[src/rtl/sit_pkg.sv]
package sit_pkg;

  localparam int unsigned MAX_LEN     = 64;
  localparam int unsigned MAX_RECORDS = 128;
  localparam int unsigned INDEX_SLOTS = 256;
  localparam int unsigned ARENA_BYTES = 4096;

  localparam int unsigned LEN_W  = $clog2(MAX_LEN + 1);
  localparam int unsigned IDX_W  = $clog2(MAX_LEN);
  localparam int unsigned REC_W  = $clog2(MAX_RECORDS);
  localparam int unsigned CNT_W  = $clog2(MAX_RECORDS + 1);
  localparam int unsigned SLOT_W = $clog2(INDEX_SLOTS);
  localparam int unsigned AR_W   = $clog2(ARENA_BYTES);
  localparam int unsigned USED_W = $clog2(ARENA_BYTES + 1);

  localparam logic [31:0] FNV_BASIS = 32'd2166136261;
  localparam logic [31:0] FNV_PRIME = 32'd16777619;

  localparam logic [1:0] CMD_INTERN = 2'd0;
  localparam logic [1:0] CMD_FIND   = 2'd1;
  localparam logic [1:0] CMD_GET    = 2'd2;

  typedef enum logic [2:0] {
    ST_OK        = 3'd0,
    ST_NOT_FOUND = 3'd1,
    ST_EMPTY     = 3'd2,
    ST_NO_ROOM   = 3'd3,
    ST_TOO_LONG  = 3'd4
  } status_e;

  typedef enum logic [1:0] {
    SEL_ERR   = 2'd0,
    SEL_FOUND = 2'd1,
    SEL_ADDED = 2'd2
  } res_sel_e;

  typedef struct packed {
    logic [1:0]  command;
    logic        has_byte;
    logic [7:0]  char_byte;
    logic        last;
    logic [31:0] lookup_id;
  } in_t;

  typedef struct packed {
    status_e     status;
    logic [31:0] result_id;
    logic        added;
    logic        out_valid;
    logic [7:0]  out_byte;
    logic        out_last;
  } out_t;

  typedef struct packed {
    logic     take;
    logic     fin;
    logic     latch_get;
    logic     probe_rd;
    logic     probe_next;
    logic     rec_rd_slot;
    logic     rec_rd_get;
    logic     get_ld;
    logic     i_clr;
    logic     i_inc;
    logic     cmp_rd;
    logic     copy_rd;
    logic     copy_wr;
    logic     get_rd;
    logic     commit;
    logic     emit;
    res_sel_e sel;
    status_e  status;
  } ctl_t;

  typedef struct packed {
    logic too_long;
    logic len_zero;
    logic slot_valid;
    logic hash_eq;
    logic len_eq;
    logic byte_eq;
    logic i_last;
    logic probe_last;
    logic room_ok;
    logic get_ok;
  } sts_t;

endpackage

[src/rtl/sit_ctrl.sv]
module sit_ctrl (
  input  logic           clk_i,
  input  logic           rst_ni,
  input  logic           start_i,
  input  sit_pkg::in_t   item_i,
  input  sit_pkg::sts_t  sts_i,
  output sit_pkg::ctl_t  ctl_o,
  output logic           busy_o
);
  import sit_pkg::*;

  typedef enum logic [3:0] {
    S_IDLE, S_FIN, S_PR_RD, S_PR_CHK, S_RC_CHK, S_CM_RD, S_CM_CHK,
    S_CP_RD, S_CP_WR, S_COMMIT, S_GET_REC, S_GET_LD, S_GET_ST, S_TAIL
  } state_e;

  state_e state_q, state_d;
  logic   find_q, find_d;

  always_comb begin
    ctl_o   = '0;
    ctl_o.sel    = SEL_ERR;
    ctl_o.status = ST_OK;
    state_d = state_q;
    find_d  = find_q;
    case (state_q)
      S_IDLE: begin
        if (start_i) begin
          if (item_i.command == CMD_GET) begin
            if (sts_i.get_ok) begin
              ctl_o.latch_get = 1'b1;
              state_d = S_GET_REC;
            end else begin
              ctl_o.emit   = 1'b1;
              ctl_o.status = ST_NOT_FOUND;
            end
          end else if (item_i.command inside {CMD_INTERN, CMD_FIND}) begin
            ctl_o.take = item_i.has_byte;
            if (item_i.last) begin
              find_d  = (item_i.command == CMD_FIND);
              state_d = S_FIN;
            end
          end
        end
      end
      S_FIN: begin
        ctl_o.fin = 1'b1;
        if (sts_i.too_long) begin
          ctl_o.emit   = 1'b1;
          ctl_o.status = ST_TOO_LONG;
          state_d = S_IDLE;
        end else if (sts_i.len_zero) begin
          ctl_o.emit   = 1'b1;
          ctl_o.status = ST_EMPTY;
          state_d = S_IDLE;
        end else begin
          state_d = S_PR_RD;
        end
      end
      S_PR_RD: begin
        ctl_o.probe_rd = 1'b1;
        state_d = S_PR_CHK;
      end
      S_GET_REC: begin
        ctl_o.rec_rd_get = 1'b1;
        state_d = S_GET_LD;
      end
      S_GET_LD: begin
        ctl_o.get_ld = 1'b1;
        ctl_o.i_clr  = 1'b1;
        state_d = S_GET_ST;
      end
      S_GET_ST: begin
        ctl_o.get_rd = 1'b1;
        ctl_o.i_inc  = 1'b1;
        if (sts_i.i_last) begin
          state_d = S_TAIL;
        end
      end
      S_TAIL: begin
        state_d = S_IDLE;
      end
      S_CM_RD: begin
        ctl_o.cmp_rd = 1'b1;
        state_d = S_CM_CHK;
      end
      S_CP_RD: begin
        ctl_o.copy_rd = 1'b1;
        state_d = S_CP_WR;
      end
      S_CP_WR: begin
        ctl_o.copy_wr = 1'b1;
        if (sts_i.i_last) begin
          state_d = S_COMMIT;
        end else begin
          ctl_o.i_inc = 1'b1;
          state_d = S_CP_RD;
        end
      end
      S_COMMIT: begin
        ctl_o.commit = 1'b1;
        ctl_o.emit   = 1'b1;
        ctl_o.sel    = SEL_ADDED;
        ctl_o.status = ST_OK;
        state_d = S_IDLE;
      end
      S_PR_CHK, S_RC_CHK, S_CM_CHK: begin
        if (state_q == S_PR_CHK && !sts_i.slot_valid) begin
          state_d = S_IDLE;
          if (find_q) begin
            ctl_o.emit   = 1'b1;
            ctl_o.status = ST_NOT_FOUND;
          end else if (sts_i.room_ok) begin
            ctl_o.i_clr = 1'b1;
            state_d = S_CP_RD;
          end else begin
            ctl_o.emit   = 1'b1;
            ctl_o.status = ST_NO_ROOM;
          end
        end else if (state_q == S_PR_CHK && sts_i.hash_eq) begin
          ctl_o.rec_rd_slot = 1'b1;
          state_d = S_RC_CHK;
        end else if (state_q == S_RC_CHK && sts_i.len_eq) begin
          ctl_o.i_clr = 1'b1;
          state_d = S_CM_RD;
        end else if (state_q == S_CM_CHK && sts_i.byte_eq) begin
          if (sts_i.i_last) begin
            ctl_o.emit   = 1'b1;
            ctl_o.sel    = SEL_FOUND;
            ctl_o.status = ST_OK;
            state_d = S_IDLE;
          end else begin
            ctl_o.i_inc = 1'b1;
            state_d = S_CM_RD;
          end
        end else if (sts_i.probe_last) begin
          ctl_o.emit   = 1'b1;
          ctl_o.status = find_q ? ST_NOT_FOUND : ST_NO_ROOM;
          state_d = S_IDLE;
        end else begin
          ctl_o.probe_next = 1'b1;
          state_d = S_PR_RD;
        end
      end
      default: begin
        state_d = S_IDLE;
      end
    endcase
  end

  always_ff @(posedge clk_i or negedge rst_ni) begin
    if (!rst_ni) begin
      state_q <= S_IDLE;
      find_q  <= 1'b0;
    end else begin
      state_q <= state_d;
      find_q  <= find_d;
    end
  end

  assign busy_o = (state_q != S_IDLE);

endmodule

[config.mk]
export PLATFORM = sky130hd
export DESIGN_NAME = sit_ctrl
export DESIGN_NICKNAME = d
export VERILOG_FILES = /design/src/rtl/sit_pkg.sv /design/src/rtl/sit_ctrl.sv
export SDC_FILE = /design/constraint.sdc
export NUM_CORES = 1
export LEC_CHECK = 0
export BUFFER_PORTS_ARGS = -buffer_cell sky130_fd_sc_hd__buf_2
export CAP_MARGIN = 20
export CELL_PAD_IN_SITES_DETAIL_PLACEMENT = 0
export CELL_PAD_IN_SITES_GLOBAL_PLACEMENT = 1
export CORE_ASPECT_RATIO = 1.1
export CORE_MARGIN = 2
export CORE_UTILIZATION = 24
export DETAILED_ROUTE_END_ITERATION = 12
export GPL_ROUTABILITY_DRIVEN = 0
export PLACE_DENSITY = 0.85
export SYNTH_ARGS = -nofsm -noshare
export SYNTH_HDL_FRONTEND = slang
export SYNTH_SLANG_ARGS = --single-unit
[constraint.sdc]
create_clock -name clk_i -period 3.3 [get_ports clk_i]
set_clock_uncertainty 0.15 [all_clocks]
set_input_delay 0 -clock clk_i [delete_from_list [all_inputs] [get_ports clk_i]]
set_output_delay 0 -clock clk_i [all_outputs]
set_load 0.02 [all_outputs]
# After elaboration in Yosys (flattened, before gate mapping)

Cells that the tools add are included.

Output and inout bits: 22
Input bits: 57
Flip-flop bits (word level): 5

Multiplexer cells: 82
Bitwise logic cells: 1
Reductions and logical operators: 12
Eq/ne operators: 19

Operators with widths:

| cell                                                                  | count |
|---|---|
| 4-bit 2-to-1 mux                                                      | 12 |
| 1-bit 2-to-1 mux                                                      | 43 |
| 4-bit case mux with 10 select lines                                   | 1 |
| 2-bit 2-to-1 mux                                                      | 12 |
| 4-bit equality test, second input constant                            | 5 |
| 3-bit 2-to-1 mux                                                      | 6 |
| 6-bit 2-to-1 mux                                                      | 3 |
| 4-bit by 3-bit equality test with 1-bit output, second input constant | 4 |
| 5-bit AND reduction                                                   | 2 |
| 3-bit != test, second input constant                                  | 3 |
| 3-bit case mux with 3 select lines                                    | 1 |
| 4-bit by 2-bit equality test with 1-bit output, second input constant | 2 |
| 4-bit by 1-bit equality test with 1-bit output, second input constant | 1 |
| 1-bit logical AND                                                     | 4 |
| 4-bit logical NOT                                                     | 1 |
| 2-bit != test, second input constant                                  | 2 |
| 1-bit case mux with 4 select lines                                    | 1 |
| 2-bit case mux with 2 select lines                                    | 1 |
| 4-bit nonzero test                                                    | 1 |
| 1-bit case mux with 3 select lines                                    | 1 |
| 3-bit OR reduction                                                    | 1 |
| 2-bit by 1-bit equality test with 1-bit output, second input constant | 1 |
| 2-bit equality test, second input constant                            | 1 |
| 2-bit logical NOT                                                     | 1 |
| 4 further kinds                                                       | 4 |

# Logic depth before layout (Yosys ltp)

Word-level depth: 7
Depth in mapped cells: 6
Mapped depth without buffers: 4

# Worst setup path before layout

Ideal clock, no wire load.

Path type: reg-to-output
Start: register state_q[2]
End: output ctl_o[0] (netlist bit)
Cell stages (with the launch flop): 5
Arrival: 1970 ps
Setup slack: 1180 ps
Cell sequence: dfrtp_1 -> or4_4 -> or4b_4 -> and2_0 -> a31oi_1

RTL lines:

| what                   | line            | text |
|---|---|---|
| from (decl)            | sit_ctrl.sv:17  | `state_e state_q, state_d;` |
| from (signal assigned) | sit_ctrl.sv:156 | `state_q <= state_d;` |
| to (decl)              | sit_ctrl.sv:7   | `output sit_pkg::ctl_t ctl_o,` |

==> impl_metrics.py <==
metrics = {
    "yosys": {
        "async_flop_share_pct": 100,
        "ys.flop_type": "dfrtp_1",
        "synth_edf_count": 0,
        "seq_area_frac_synth_pct": 15.8,
        "synthCells": 115,
        "syn_nets": 172,
        "ys_ff_latch": 5,
        "yosysUniqueCellTypes": 45,
        "syn_avg_cell_area_um2": 6.89,
        "yosysWarningCount": 0,
        "synth_area_um2": 792,
    },
    "timing": {
        "hold_viol": 0,
        "fmax_mhz": 383,
        "period_share_pct": 79.1,
        "timing.slew.headroom_pct": 60.1,
        "rsz0062_at_grt": "false",
        "period_minus_slack_ps": 2610,
        "worst_slew_pin_slew_ps": 599,
        "tns_ps": 0,
        "finalSetupViolCount": 0,
        "slew_viol_final": 0,
    },
    "critical_path": {
        "crit_end": "ctl_o[0]",
        "arrival_ps": 2460,
        "crit_fanout": 21,
        "rrSetupSlack_ps": 980,
        "criticalPathCategory": "reg2out",
        "reg2reg_to": "find_q",
        "r2r_start": "state_q[1]",
        "crit_path_start_kind": "register",
        "critPathLaunch": "state_q[1]",
        "crit_required_ps": 3150,
        "end_kind": "primary output",
        "r2r_cells": 5,
    },
    "route": {
        "wl_per_cell_um": 13.4,
        "drt_iter0_drc": 23,
        "first_pass_iters": 8,
        "drcViolationCount": 1,
        "ant_nets": 0,
        "wirelength_um": 2540,
        "vias": 1021,
        "via_per_inst": 5.37,
    },
    "run": {
        "drv_cap": 0,
    },
    "grt": {
        "antenna_found_initial": 0,
        "grt_pass1_vias": 907,
        "grt_pass1_wl_um": 4090,
        "grt_max_degree": 22,
        "grt_overflow": 0,
        "grt_usage_pct": 13.5,
    },
    "clock_tree": {
        "htree_num_levels": 1,
        "clockRootBuffer": "clkbuf_4",
        "cts-resized-gates": 0,
        "numCtsBuffers": 3,
        "clkTransAtPathRegs_ps": 50,
        "post_cts_buffers": 0,
        "clk-insertion-delay-late_ps": 240,
        "clock_sinks": 5,
        "holdBufCountCts": 6,
        "cts_tree": "yes",
        "clock_path_buffers": 2,
    },
    "final_layout": {
        "final_area_um2": 1090,
        "num-nets-final": 214,
        "final_cell_count_no_fill": 190,
        "antennaDiodeCount": 0,
        "fillers": 353,
        "multi_input_area_um2": 624,
        "layout-drive-gt1-share_pct": 30.1,
        "area_growth_pct": 37.4,
        "ff_latch_area_um2": 125,
    },
    "place": {
        "hpwl_um": 1900,
        "port_buffers": 38,
        "placedCellCount": 180,
        "place_area_um2": 1000,
    },
    "hold_path": {
        "hp-class": "in2reg",
    },
    "run_status": {
        "status": "finished, violations left",
        "violations": "design-rule violations",
    },
    "floorplan": {
        "die_area_um2": 3780,
        "rows": 21,
        "initial_core_util_pct": 25.5,
        "io_pins": 79,
        "fp.coreArea_um2": 3100,
        "die_w_um": 58.8,
        "die_h_um": 64.3,
    },
    "power": {
        "p_leak_uw": 0.000512,
        "vdd_drop_max_v": 0.000281,
        "p_per_area_nw_per_um2": 745,
    },
}
cells by family after synthesis:
kind of cell	synth area share, %
flops	15.8
simple gates	49.4
mux	2.69
buf+inv	5.37
compound gates	26.7
critical path, cell delays in order, from the launching register on:
cell and delay (ps):
dfrtp_1 590, or4_4 620, or4b_4 520, and2_0 150, a31oi_1 140, buf_2 190
placed cells by master, fill, tap and decap left out, types with 4 or more instances in the layout:
cell type / n
dfrtp_1: 5
nor2_1: 17
buf_2: 38
o21ai_0: 6
dlygate4sd3_1: 6
nand2b_1: 8
nor2b_1: 4
nand2_1: 6
nor3_1: 6
per-layer routing:
| metal | track usage (%) | part of all wire (%) |
|---|---|---|
| met4 | 1.70 | 0 |
| met5 | 0 | 0 |
| met3 | 2.83 | 5.9 |
| met2 | 22.1 | 50 |
| met1 | 18.6 | 44 |
cell usage after synthesis, drive strengths merged (2+ instances only):
cell     n  share of area (%)
o21ai    6                3.8
or2      2                1.6
inv      3                1.4
a21oi    3                1.9
nor2    17                8.1
a31oi    3                2.4
clkbuf   6                2.8
or4      2                2.4
nand4    3                2.4
dfrtp    5                 16
or4b     2                3.0
nor2b    4                3.2
and3     2                1.6
nand3    3                1.9
nor3     6                3.8
nand2b   8                6.3
o31ai    2                1.9
nor4     2                1.6
a21o     3                2.8
o22ai    2                1.6
buf      2                1.1
nand3b   3                2.8
nand2    6                2.8
o311a    2                2.5
a221o    2                2.5
stage by stage:
stage,utilization (%),hold slack (ps),setup slack [ps],total power [µW]
after floorplan,-,-446,1180,572
after global placement,32.3,-336,968,723
after detailed placement,32.3,-337,959,724
after CTS,35.1,40.0,687,812
after global routing,35.1,84.7,593,888
final,35.1,38.8,690,811
power breakdown:
part | leakage [µW] | switching [µW] | internal, µW | total [µW]
logic | 0.000430 | 342 | 230 | 573
registers | 0.0000650 | 79.0 | 87.5 | 167
clock network | 0.0000177 | 27.6 | 44.0 | 71.6
total | 0.000512 | 449 | 362 | 811
layout make-up:
cell class	instances	share of cell area [%]
tap	34	3.91
clock buffer	3	2.07
timing repair buffer	45	23.7
inverter	3	1.03
multi-input combinational	99	57.4
clock inverter	1	0.460
sequential	5	11.5
worst min path at each step:
| stage | cells past startpoint | endpoint | slack (ps) | startpoint |
|---|---|---|---|---|
| 6_report | 4 | state_q[1] | 40 | sts_i[7] |
| 2_1_floorplan | 0 | find_q | -450 | rst_ni |
| 4_1_cts | 4 | state_q[1] | 40 | sts_i[7] |
| 3_5_place_dp | 1 | state_q[1] | -340 | rst_ni |
| 3_3_place_gp | 1 | state_q[1] | -340 | rst_ni |
| 5_1_grt | 4 | state_q[0] | 80 | sts_i[1] |
state kept, by name (all words and copies together), names as in the netlist:
signal   cells
state_q      4
find_q       1
No activity file was read; power rests on OpenSTA's default activity.
